### config.mk
export PLATFORM = sky130hd
export DESIGN_NAME = id_bitmap_allocator_unit
export DESIGN_NICKNAME = d
export VERILOG_FILES = /design/src/design/ibma_pkg.sv /design/src/design/ibma_map_ram.sv /design/src/design/ibma_cfg_regs.sv /design/src/design/ibma_engine.sv /design/src/design/id_bitmap_allocator_unit.sv
export SDC_FILE = /design/constraint.sdc
export NUM_CORES = 2
export LEC_CHECK = 0
export BUFFER_PORTS_ARGS = -buffer_cell sky130_fd_sc_hd__buf_4
export CORE_UTILIZATION = 44
export DETAILED_ROUTE_END_ITERATION = 16
export PLACE_DENSITY_LB_ADDON = 0.25
export SLEW_MARGIN = 20
export SYNTH_ARGS = -nofsm -noshare
export SYNTH_HDL_FRONTEND = slang
export SYNTH_SLANG_ARGS = --single-unit
### constraint.sdc
create_clock -name clk -period 13.25 [get_ports clk]
set_input_delay 0.6625 -clock clk [delete_from_list [all_inputs] [get_ports clk]]
set_output_delay 0.6625 -clock clk [all_outputs]
set_load 0.05 [all_outputs]
### src/design/ibma_pkg.sv
// Shared types, constants and helpers for the id bitmap allocator.
`default_nettype none
package ibma_pkg;

	localparam int ID_CAPACITY = 4096;
	localparam int ROW_BITS    = 64;
	localparam int MAP_ROWS    = ID_CAPACITY / ROW_BITS;
	localparam int ROW_AW      = $clog2(MAP_ROWS);
	localparam int BIT_AW      = $clog2(ROW_BITS);
	localparam int SLOT_W      = ROW_AW + BIT_AW;
	localparam int COUNT_W     = 13;
	localparam int ID_W        = 16;
	localparam int STATUS_W    = 2;
	localparam int OUT_TDATA_W = 24;
	localparam int OUT_PAD_W   = OUT_TDATA_W - ID_W - STATUS_W;

	localparam int APB_AW      = 3;
	localparam int APB_DW      = 32;

	localparam logic [ID_W-1:0]    LOWEST_ID_RESET = 16'd300;
	localparam logic [COUNT_W-1:0] ID_COUNT_RESET  = 13'd2701;
	localparam logic [COUNT_W-1:0] CAPACITY_COUNT  = COUNT_W'(ID_CAPACITY);

	// Register indexes, taken from paddr[2]
	localparam logic REG_LOWEST_ID = 1'b0;
	localparam logic REG_ID_COUNT  = 1'b1;

	typedef enum logic {
		OP_ALLOC   = 1'b0,
		OP_RELEASE = 1'b1
	} op_t;

	typedef enum logic [STATUS_W-1:0] {
		ST_OK        = 2'd0,
		ST_EXHAUSTED = 2'd1,
		ST_RANGE     = 2'd2
	} status_t;

	typedef enum logic [2:0] {
		ES_IDLE,
		ES_DECODE,
		ES_SCAN,
		ES_REL,
		ES_DONE
	} eng_state_t;

	typedef struct packed {
		op_t             op;
		logic [ID_W-1:0] rid;
	} req_t;

	typedef struct packed {
		status_t         status;
		logic [ID_W-1:0] granted_id;
	} res_t;

	typedef struct packed {
		logic              found;
		logic [BIT_AW-1:0] index;
	} zero_hit_t;

	// Lowest clear bit of a map row
	function automatic zero_hit_t first_zero(input logic [ROW_BITS-1:0] row);
		zero_hit_t h;
		h.found = 1'b0;
		h.index = '0;
		for (int i = ROW_BITS - 1; i >= 0; i--) begin
			if (!row[i]) begin
				h.found = 1'b1;
				h.index = BIT_AW'(i);
			end
		end
		return h;
	endfunction

endpackage
`default_nettype wire

### src/design/ibma_map_ram.sv
// Generic single-write, single-read RAM with registered read data.
`default_nettype none
module ibma_map_ram #(
	parameter int DEPTH = 64,
	parameter int WIDTH = 64
) (
	input  wire logic                     clk,
	input  wire logic                     we,
	input  wire logic [$clog2(DEPTH)-1:0] waddr,
	input  wire logic [WIDTH-1:0]         wdata,
	input  wire logic [$clog2(DEPTH)-1:0] raddr,
	output logic      [WIDTH-1:0]         rdata
);

	logic [WIDTH-1:0] mem [DEPTH];

	always_ff @(posedge clk) begin
		if (we) begin
			mem[waddr] <= wdata;
		end
		rdata <= mem[raddr];
	end

endmodule
`default_nettype wire

### src/design/ibma_cfg_regs.sv
// APB register file for lowest_id and id_count, plus the effective count.
`default_nettype none
module ibma_cfg_regs
	import ibma_pkg::*;
(
	input  wire logic              clk,
	input  wire logic              arst_n,
	input  wire logic              psel,
	input  wire logic              penable,
	input  wire logic              pwrite,
	input  wire logic [APB_AW-1:0] paddr,
	input  wire logic [APB_DW-1:0] pwdata,
	output logic      [APB_DW-1:0] prdata,
	output logic                   pready,
	output logic      [ID_W-1:0]   lowest_id,
	output logic      [COUNT_W-1:0] eff_count
);

	logic [ID_W-1:0]    lowest_id_q;
	logic [COUNT_W-1:0] id_count_q;
	logic               wr_en;
	logic [ID_W:0]      room;
	logic [COUNT_W-1:0] capped;

	assign pready = 1'b1;
	assign wr_en  = psel && penable && pwrite && pready;

	always_ff @(posedge clk or negedge arst_n) begin
		if (!arst_n) begin
			lowest_id_q <= LOWEST_ID_RESET;
			id_count_q  <= ID_COUNT_RESET;
		end else if (wr_en) begin
			case (paddr[2])
				REG_LOWEST_ID: lowest_id_q <= pwdata[ID_W-1:0];
				REG_ID_COUNT:  id_count_q  <= pwdata[COUNT_W-1:0];
				default: ;
			endcase
		end
	end

	always_comb begin
		case (paddr[2])
			REG_LOWEST_ID: prdata = APB_DW'(lowest_id_q);
			REG_ID_COUNT:  prdata = APB_DW'(id_count_q);
			default:       prdata = '0;
		endcase
	end

	// Saturate to the map capacity and to the ids left below 2^16
	assign room   = (ID_W+1)'(1 << ID_W) - {1'b0, lowest_id_q};
	assign capped = (id_count_q > CAPACITY_COUNT) ? CAPACITY_COUNT : id_count_q;

	always_comb begin
		if (room < (ID_W+1)'(capped)) begin
			eff_count = room[COUNT_W-1:0];
		end else begin
			eff_count = capped;
		end
	end

	assign lowest_id = lowest_id_q;

endmodule
`default_nettype wire

### src/design/ibma_engine.sv
// Request engine: scans and updates the used-bit map held in RAM.
`default_nettype none
module ibma_engine
	import ibma_pkg::*;
(
	input  wire logic               clk,
	input  wire logic               arst_n,
	input  wire logic               start,
	input  wire req_t               req,
	output logic                    ready,
	input  wire logic [ID_W-1:0]    lowest_id,
	input  wire logic [COUNT_W-1:0] eff_count,
	output logic                    res_valid,
	output res_t                    res,
	input  wire logic               res_ready
);

	eng_state_t          state_q, state_d;
	op_t                 op_q;
	logic [ID_W-1:0]     rid_q;
	logic [ROW_AW-1:0]   row_q, row_d;
	logic [BIT_AW-1:0]   bit_q, bit_d;
	res_t                res_q, res_d;
	logic [MAP_ROWS-1:0] row_valid_q;

	logic                mem_we;
	logic [ROW_BITS-1:0] mem_wdata;
	logic [ROW_AW-1:0]   rd_addr;
	logic [ROW_BITS-1:0] rdata;
	logic [ROW_BITS-1:0] row_data;
	zero_hit_t           hit;
	logic [SLOT_W-1:0]   slot;
	logic [COUNT_W-1:0]  next_base;
	logic [ID_W:0]       rel_off;
	logic                rel_ok;

	ibma_map_ram #(
		.DEPTH(MAP_ROWS),
		.WIDTH(ROW_BITS)
	) u_map_ram (
		.clk  (clk),
		.we   (mem_we),
		.waddr(row_q),
		.wdata(mem_wdata),
		.raddr(rd_addr),
		.rdata(rdata)
	);

	// A row never written reads as all free
	assign row_data  = row_valid_q[row_q] ? rdata : '0;
	assign hit       = first_zero(row_data);
	assign slot      = {row_q, hit.index};
	assign next_base = COUNT_W'(({1'b0, row_q} + 1'b1)) << BIT_AW;
	assign rel_off   = {1'b0, rid_q} - {1'b0, lowest_id};
	assign rel_ok    = (rid_q >= lowest_id) && (rel_off < (ID_W+1)'(eff_count));

	always_comb begin
		state_d   = state_q;
		row_d     = row_q;
		bit_d     = bit_q;
		res_d     = res_q;
		mem_we    = 1'b0;
		mem_wdata = row_data;
		rd_addr   = row_q + 1'b1;
		ready     = 1'b0;
		res_valid = 1'b0;
		case (state_q)
			ES_IDLE: begin
				ready = 1'b1;
				if (start) begin
					state_d = ES_DECODE;
				end
			end
			ES_DECODE: begin
				if (op_q == OP_ALLOC) begin
					rd_addr = '0;
					row_d   = '0;
					if (eff_count == '0) begin
						res_d   = '{status: ST_EXHAUSTED, granted_id: '0};
						state_d = ES_DONE;
					end else begin
						state_d = ES_SCAN;
					end
				end else begin
					rd_addr = rel_off[SLOT_W-1:BIT_AW];
					row_d   = rel_off[SLOT_W-1:BIT_AW];
					bit_d   = rel_off[BIT_AW-1:0];
					if (rel_ok) begin
						state_d = ES_REL;
					end else begin
						res_d   = '{status: ST_RANGE, granted_id: rid_q};
						state_d = ES_DONE;
					end
				end
			end
			ES_SCAN: begin
				if (hit.found) begin
					state_d = ES_DONE;
					if (COUNT_W'(slot) < eff_count) begin
						mem_we    = 1'b1;
						mem_wdata = row_data | (ROW_BITS'(1) << hit.index);
						res_d     = '{status: ST_OK,
							granted_id: lowest_id + ID_W'(slot)};
					end else begin
						res_d = '{status: ST_EXHAUSTED, granted_id: '0};
					end
				end else if (next_base >= eff_count) begin
					res_d   = '{status: ST_EXHAUSTED, granted_id: '0};
					state_d = ES_DONE;
				end else begin
					// advance; the read of the next row is already issued
					row_d = row_q + 1'b1;
				end
			end
			ES_REL: begin
				mem_we    = 1'b1;
				mem_wdata = row_data & ~(ROW_BITS'(1) << bit_q);
				res_d     = '{status: ST_OK, granted_id: rid_q};
				state_d   = ES_DONE;
			end
			ES_DONE: begin
				res_valid = 1'b1;
				if (res_ready) begin
					state_d = ES_IDLE;
				end
			end
			default: state_d = ES_IDLE;
		endcase
	end

	always_ff @(posedge clk or negedge arst_n) begin
		if (!arst_n) begin
			state_q     <= ES_IDLE;
			row_valid_q <= '0;
		end else begin
			state_q <= state_d;
			if (mem_we) begin
				row_valid_q[row_q] <= 1'b1;
			end
		end
	end

	always_ff @(posedge clk) begin
		if (start && ready) begin
			op_q  <= req.op;
			rid_q <= req.rid;
		end
		row_q <= row_d;
		bit_q <= bit_d;
		res_q <= res_d;
	end

	assign res = res_q;

	a_write_state: assert property (@(posedge clk) disable iff (!arst_n)
		mem_we |-> (state_q == ES_SCAN || state_q == ES_REL))
		else $error("map written outside scan or release");

	a_row_marked: assert property (@(posedge clk) disable iff (!arst_n)
		mem_we |=> row_valid_q[$past(row_q)])
		else $error("written row not marked valid");

	a_exhausted_zero: assert property (@(posedge clk) disable iff (!arst_n)
		(res_valid && res.status == ST_EXHAUSTED) |-> (res.granted_id == '0))
		else $error("exhausted result carries an id");

	a_release_echo: assert property (@(posedge clk) disable iff (!arst_n)
		(res_valid && op_q == OP_RELEASE) |-> (res.granted_id == rid_q
			&& res.status != ST_EXHAUSTED))
		else $error("release result does not echo its id");

endmodule
`default_nettype wire

### src/design/id_bitmap_allocator_unit.sv
// Top level of the id bitmap allocator: stream ports, registers, output stage.
//
// Allocates ids from a used-bit map of 4096 slots. Slot k stands for id
// lowest_id + k; only slots below the effective count (id_count capped to
// 4096 and to the ids left below 65536) take part.
// Input stream: s_tuser[0] is the request kind (0 allocate, 1 release),
// s_tdata[15:0] the id to release. Output stream: m_tdata[1:0] status
// (0 ok, 1 no free id, 2 release id out of range), m_tdata[17:2] the id.
// The APB port holds lowest_id at 0x0 and id_count at 0x4; write them only
// while no request is in flight.
// The map sits in a 64 x 64-bit RAM with registered read data. An
// allocate reads one row per cycle until it meets a clear bit or runs
// past the effective count. A release reads, clears and writes back
// one row. An allocate under a zero count and a release of an id out
// of range skip the map. One request is in work at a time; the next
// is taken as soon as the previous result sits in the output register,
// even while the receiver stalls it. Reset marks every row unwritten
// through per-row valid flags, so all ids are free at once with no
// clearing pass; registers return to lowest_id 300 and id_count 2701.
`default_nettype none
module id_bitmap_allocator_unit
	import ibma_pkg::*;
(
	input  wire logic                   clk,
	input  wire logic                   arst_n,
	input  wire logic                   s_tvalid,
	output logic                        s_tready,
	input  wire logic [ID_W-1:0]        s_tdata,   // [15:0] release_id
	input  wire logic [0:0]             s_tuser,   // [0] operation
	output logic                        m_tvalid,
	input  wire logic                   m_tready,
	output logic      [OUT_TDATA_W-1:0] m_tdata,   // [1:0] status, [17:2] granted_id
	input  wire logic                   psel,
	input  wire logic                   penable,
	input  wire logic                   pwrite,
	input  wire logic [APB_AW-1:0]      paddr,
	input  wire logic [APB_DW-1:0]      pwdata,
	output logic      [APB_DW-1:0]      prdata,
	output logic                        pready
);

	logic [ID_W-1:0]    lowest_id;
	logic [COUNT_W-1:0] eff_count;
	req_t               req;
	logic               eng_ready;
	logic               res_valid;
	logic               res_ready;
	res_t               res;
	logic               out_valid_q;
	res_t               out_q;

	ibma_cfg_regs u_cfg_regs (
		.clk      (clk),
		.arst_n   (arst_n),
		.psel     (psel),
		.penable  (penable),
		.pwrite   (pwrite),
		.paddr    (paddr),
		.pwdata   (pwdata),
		.prdata   (prdata),
		.pready   (pready),
		.lowest_id(lowest_id),
		.eff_count(eff_count)
	);

	// Unpack the request
	assign req.op  = op_t'(s_tuser[0]);
	assign req.rid = s_tdata;

	assign s_tready = eng_ready;

	ibma_engine u_engine (
		.clk      (clk),
		.arst_n   (arst_n),
		.start    (s_tvalid),
		.req      (req),
		.ready    (eng_ready),
		.lowest_id(lowest_id),
		.eff_count(eff_count),
		.res_valid(res_valid),
		.res      (res),
		.res_ready(res_ready)
	);

	// Output register: take a new result when empty or being drained
	assign res_ready = !out_valid_q || m_tready;

	always_ff @(posedge clk or negedge arst_n) begin
		if (!arst_n) begin
			out_valid_q <= 1'b0;
		end else if (res_ready) begin
			out_valid_q <= res_valid;
		end
	end

	// Hold the payload while the receiver stalls
	always_ff @(posedge clk) begin
		if (res_valid && res_ready) begin
			out_q <= res;
		end
	end

	assign m_tvalid = out_valid_q;
	assign m_tdata  = {OUT_PAD_W'(0), out_q.granted_id, out_q.status};

endmodule
`default_nettype wire

* After elaboration in Yosys (flattened, before gate mapping)
Memories as Yosys holds them, arrays and structs flattened. A register that Yosys moved wholly into a read port is not among the register bits. Cells that the tools add are included.
Operators by class: add/subtract/negate cells 5, magnitude comparators 8, equal/unequal tests 11, shift operators 2, muxes and demuxes 102, bitwise operators 5, reductions and logical operators 18
Operators with widths (count):
- 7-bit two-way mux | 64
- 64-bit two-way mux | 3
- 64-bit bitwise OR | 2
- 64-bit one-hot mux with 2 select lines | 1
- 1-bit by 6-bit left shift with 64-bit output (first input constant) | 2
- 18-bit two-way mux | 5
- 64-bit AND | 1
- 64-bit NOT | 1
- 32-bit one-hot mux with 2 select lines | 1
- 18-bit one-hot mux with 3 select lines | 1
- 17-bit by 13-bit < comparator with 1-bit output | 2
- 13-bit two-way mux | 2
- 6-bit two-way mux | 4
- 3-bit two-way mux | 7
- 17-bit two-way mux | 1
- 16-bit by 16-bit subtractor with 17-bit output | 1
- 17-bit by 16-bit subtractor with 17-bit output (first input constant) | 1
- 16-bit by 12-bit adder with 16-bit output | 1
- 16-bit >= comparator | 1
- 3-bit one-hot mux with 5 select lines | 1
- 13-bit >= comparator | 1
- 13-bit greater-than comparator (second input constant) | 1
- 13-bit logical NOT | 1
- 12-bit by 13-bit < comparator with 1-bit output | 1
- 25 further kinds | 45
Storage, ports and cells: bits in registers 162, bits in writable memories 4096, bits of input ports 59, output and inout bits 59, word-level logic and storage cells 165, memories kept 1
Memories:
- u_engine.u_map_ram.mem | words 64, bits a word 64, read ports 1, clocked after memory_dff 1, write ports 1, RTL line ibma_map_ram.sv:15 | logic [WIDTH-1:0] mem [DEPTH];

* Depth between registers and ports, before layout
depth after elaboration 73, mapped depth 29, depth with buffers taken out 25

* Modules after synthesis
From an unflattened synthesis, not the netlist that was laid out.
Unflattened totals: cells, all modules 7866, area total of the unflattened synthesis 168470.3 um2
By module, submodules not included:
- ibma_map_ram | instances 1, cells an instance 6598, area an instance 156348.7 um2, seq. area each 124279.2 um2
- ibma_engine | instances 1, cells an instance 1030, area an instance 9232.6 um2, seq. area each 3088.0 um2
- ibma_cfg_regs | instances 1, cells an instance 209, area an instance 2245.9 um2, seq. area each 738.2 um2
- id_bitmap_allocator_unit | instances 1, cells an instance 29, area an instance 643.1 um2, seq. area each 565.5 um2

* Worst setup path after synthesis
No wires, ideal clock.
path type register to register, start register u_cfg_regs.lowest_id_q[3], in the netlist u_cfg_regs.lowest_id[3], end memory u_engine.u_map_ram.mem[0][6] (data pin), library setup time 0.729 ns, data arrival time 8.604 ns, data required time 12.521 ns, setup slack 3.917 ns, stages on the path, launching flop included 26, buffers on the path 4, period minus slack after synthesis 9.333 ns, cell sequence dfstp_2 -> buf_2 -> or3_1 -> nor3b_1 -> nand4_1 -> xnor2_1 -> ha_1 -> or3_1 -> a221o_1 -> nor2_1 -> clkbuf_1 -> clkbuf_1 -> a21oi_1 -> ha_1 -> nor2b_1 -> o21ai_0 -> a21oi_1 -> o41ai_1 -> nor2_1 -> a211o_1 -> o41ai_2 -> a31oi_2 -> or2_1 -> buf_2 -> nand2b_1 -> o32ai_1
Between the ends: cells in the longest elaborated chain, start to end 7
RTL lines:
- start: declaration | RTL line ibma_cfg_regs.sv:19 | logic [ID_W-1:0] lowest_id_q;
- start signal: assignment | RTL line ibma_cfg_regs.sv:34 | REG_LOWEST_ID: lowest_id_q <= pwdata[ID_W-1:0];
- 17-bit by 16-bit subtractor with 17-bit output * | RTL line ibma_cfg_regs.sv:50 | assign room = (ID_W+1)'(1 << ID_W) - {1'b0, lowest_id_q};
- 17-bit by 13-bit < comparator with 1-bit output | RTL line ibma_cfg_regs.sv:54 | if (room < (ID_W+1)'(capped)) begin
- 13-bit two-way mux * | RTL line ibma_cfg_regs.sv:54
- 12-bit by 13-bit < comparator with 1-bit output * | RTL line ibma_engine.sv:99 | if (COUNT_W'(slot) < eff_count) begin
- 64-bit two-way mux * | RTL line ibma_engine.sv:99
- 64-bit two-way mux * | RTL line ibma_engine.sv:97 | if (hit.found) begin
- 64-bit one-hot mux with 2 select lines * | RTL line ibma_engine.sv:67 | case (state_q)
- net u_engine.mem_wdata[6] | RTL line ibma_engine.sv:27 | logic [ROW_BITS-1:0] mem_wdata;
- end: declaration | RTL line ibma_map_ram.sv:15
The timed path passes the listed nets; every way through them passes the cells marked *.

* Worst setup path after layout
start register u_cfg_regs.lowest_id_q[0], in the netlist u_cfg_regs.lowest_id[0], end memory u_engine.u_map_ram.mem[5][25], enable pin
Between the ends: cells in the longest elaborated chain, start to end 9
RTL lines:
- 17-bit by 16-bit subtractor with 17-bit output * | RTL line ibma_cfg_regs.sv:50
- 17-bit by 13-bit < comparator with 1-bit output | RTL line ibma_cfg_regs.sv:54
- 13-bit two-way mux * | RTL line ibma_cfg_regs.sv:54
- 12-bit by 13-bit < comparator with 1-bit output * | RTL line ibma_engine.sv:99
- 1-bit two-way mux * | RTL line ibma_engine.sv:99
- 1-bit two-way mux * | RTL line ibma_engine.sv:97
- 1-bit one-hot mux with 2 select lines * | RTL line ibma_engine.sv:67
- 1-bit two-way mux * | RTL line ibma_map_ram.sv:18 | if (we) begin
- 1-bit two-way mux (implied by the code) * | RTL line ibma_map_ram.sv:19 | mem[waddr] <= wdata;
Mark *: on every way between the ends. The rest lies on a longest branch, timed or not.

==> impl_results.md <==
* Outcome: complete, no violations
* Fin crit period at 9680 ps
* Die width at 631 um
* Endpoints failing hold at 0
* Worst R2R Setup Slack at 3570 ps
* # clock sinks at 4322
* Area occupied by multi-input gates at 43800 um^2
* Post-DP HPWL at approximately 280000 um
* Skew final at 98.7 ps
* H-tree depth at 5
* Place WS at 3440 ps
* Mapped Area at ~170000 um^2
* Post-synth top area share at 71.7%
* Fin util at around half
* Worst Tran Pin Value at ~1200 ps
* Routed WL at 530000 um
* Remaining antenna violation count at 0
* Cts bufs inserted at 438
* Initial antenna violation count at 23
* Die Area at 399000 um^2
* Pre-antenna DRT Iters at 6
* Die Y at 631 um
* Syn Inst Count at 11500
* Clock transition at path regs at ~60 ps
* Final worst slack at 3570 ps
* Crit end category: register
* Design internal power at about 29 mW
* # setup viols final at 0
* Area after DPL at ~180000 um^2
* Worst min-delay path class: primary input to register
* Psw at 18.8 mW
* Area leader, netlist: edfxtp_1
* IO Port Bufs at 76
* Reg power frac at 36.0%
* Gr ovfl total at 0
* TNS Setup at 0 ps
* Pwr Density at between 200 and 250 nW/um^2
* Post-CTS setup buffers at 0
* Register area at 129000 um^2
* Worst path required time at about 14000 ps
* Maximum vdd drop at approximately 0.26 mV
* Non-filler cells, final at approximately 17000
* Largest net degree at the start of global routing at 178
* Avg Cell Area, Syn at 15.1 um^2
* FFs w/ async S/R, synth at 2.24%
* CTS Buffer Depth at 4
* Synth Register Bits at 4322
* RSZ-0062 raised after global routing: no
* Iter 0 DRT Violations at 13400
* Synth Flop Type: edfxtp_1
* Critical path data arrival time at 10240 ps
* Layout cell share with drive strength beyond 1 at 13.2%
* Most common cell in the netlist: edfxtp_1
* Syn. warnings at 0
* Terminus of the critical flop-to-flop path: u_engine.u_map_ram.mem[5][25]
* Max_cap viols at 0
* CP max FO at 47
* Pins Over Slew Limit at 0
* Synth-to-Final Area Change at 13.0%
* Placed Instances at between 15000 and 20000
* Vias in the first global route at 102000
* Worst Hold Depth at 3
* Hold Crit Start: s_tvalid
* Placer Congestion at 0.915
* Filler cell count at 32200
* Via-per-instance ratio at between 6 and 7
* P_leak at 67.7 nW
* First-pass GRT wire length at 745000 um
* Initial core utilization at 44.3%
* Tcrit/Tclk final at 73.0%
* Register area share after synthesis at 73.8%
* Design area at approximately 200000 um^2
* Area contributors post-synth: edfxtp_1 (72%), mux2i_1 (6.0%), nand2_1 (3.3%), a221oi_1 (1.9%), mux2_2 (1.8%)
* CP Class: register to register
* Startpoint Class: register
* Synth unique cells at 85
* I/O Pins at 118
* Comb pwr share at 39.1%
* Core box area at 393000 um^2
* Row Count at between 200 and 250
* Number of flops mapped to enable cells by yosys at 4161
* Clock power share at between 20% and 30%
* TritonCTS clock tree: done
* Fmax achieved at ~100 MHz
* Switching power as a share of total power at 39.0%
* Tot GR Track Use at 25.9%
* Nets at 11700
* # DRC at 0
* WL/cell at around 31 um
* Clock Latency Late Sink at about 1000 ps
* Slew HR at approximately a fifth
* R2R depth at 25
* Hold EP: u_engine.state_q[0]
* Routed vias at 106000
* Clock root buffer: clkbuf_16
* Commonest cells post-synth: edfxtp_1 (4161), nand2_1 (1526), mux2i_1 (1043), clkbuf_1 (621), a21oi_1 (563)
* Start of the worst register-to-register path: u_cfg_regs.lowest_id[0]
==> layout make-up <==
cell class                      instances  share of cell area, %
Clock buffer                          536                   5.80
Antenna cell                           10                 0.0127
Sequential cell                      4322                   65.3
Timing Repair Buffer                  411                   2.06
Inverter                               54                  0.103
Tap cell                             5220                   3.31
Multi-Input combinational cell       6357                   22.2
Clock inverter                        271                   1.18
==> kinds of logic (layout without fill, tap and decap cells) <==
group / after synthesis / count (layout) / synth area share, %
flip-flops: 4322 / 4322 / 73.8
adder cells (fa/ha/maj): 74 / 74 / 0.537
AND/OR/NAND/NOR: 2849 / 2849 / 7.40
AO/OA/AOI/OAI: 2041 / 2041 / 8.21
XOR/XNOR: 37 / 37 / 0.186
buffers and inverters: 870 / 1272 / 1.97
multiplexers: 1333 / 1333 / 7.88
other: 2 / 33 / 0.00431
==> metrics by stage <==
| step | total power [mW] | hold WS (ps) |
|---|---|---|
| CTS | 48.2 | 4.88 |
| finish | 48.2 | 73.5 |
| floorplan | 28.9 | 367 |
| global route | 49.9 | 42.8 |
| global placement | 36.0 | 401 |
| detailed placement | 36.2 | 405 |
==> how the worst max path moves through the flow <==
stage | from | to | slack, ps
global placement | u_cfg_regs.lowest_id[1] | u_engine.u_map_ram.mem[59][10] | 3010
CTS | u_cfg_regs.lowest_id[0] | u_engine.u_map_ram.mem[59][40] | 3410
detailed placement | u_cfg_regs.lowest_id[1] | u_engine.u_map_ram.mem[63][51] | 3440
global route | u_cfg_regs.lowest_id[1] | u_engine.u_map_ram.mem[5][25] | 3100
floorplan | u_cfg_regs.lowest_id[3] | u_engine.u_map_ram.mem[0][6] | 3920
finish | u_cfg_regs.lowest_id[0] | u_engine.u_map_ram.mem[5][25] | 3570
==> sequential cells by signal (all words and copies together), names as in the netlist <==
signal                    cells
u_engine.res                 18
u_cfg_regs.lowest_id         16
u_engine.op_q                 1
m_tvalid                      1
u_engine.state_q              3
m_tdata                      18
u_engine.u_map_ram.mem     4096
u_engine.bit_q                6
u_engine.row_valid_q         64
u_engine.row_q                6
u_engine.u_map_ram.rdata     64
u_engine.rid_q               16
u_cfg_regs.id_count_q        13
==> placed cells by master (no fill, tap or decap), drive strengths merged, types with 250 or more instances in the layout <==
cell type	netlist	final
a21oi	563	563
a221oi	388	388
buf	195	375
clkbuf	621	536
edfxtp	4161	4161
mux2	287	287
mux2i	1043	1043
nand2	1526	1526
nand3	421	421
nor2	257	257
o21ai	250	250
==> worst max-delay path, stage by stage, from the launching register on <==
cell,delay [ps]
dfrtp_1,560
inv_1,210
ha_1,270
nor3b_1,650
nand4_1,200
xnor2_1,460
ha_1,360
a221o_1,490
nor2_1,300
buf_4,300
nor2_1,80
a21oi_1,360
ha_1,330
o21ai_0,180
a21oi_1,70
o41ai_1,560
nor2_1,120
a211o_1,330
o41ai_2,370
a31oi_2,60
buf_4,230
o21ai_2,430
nand3b_1,550
buf_6,360
nor2_4,750
buf_12,520
==> power by group through the flow <==
stage | clock [mW] | sequential (mW) | combinational [mW]
floorplan | 0 | 17.8 | 11.2
global placement | 0 | 17.6 | 18.3
detailed placement | 0 | 17.6 | 18.6
CTS | 12.1 | 17.3 | 18.7
global route | 12.6 | 17.4 | 19.9
finish | 12.0 | 17.4 | 18.9
==> per-layer routing <==
metal	track usage [%]	vias to the layer above	part of all wire, %
li1	-	45000	-
met2	40.7	5192	46
met5	0	-	0.0092
met3	4.06	927	8.5
met1	36.4	54800	41
met4	9.41	8	4.0
==> repair_timing <==
action                                 4_1_cts  5_1_grt
endpoints found under the hold margin       70        0
resized for setup                            0        0
hold buffers                                35        0
No activity file was read; power rests on OpenSTA's default activity.
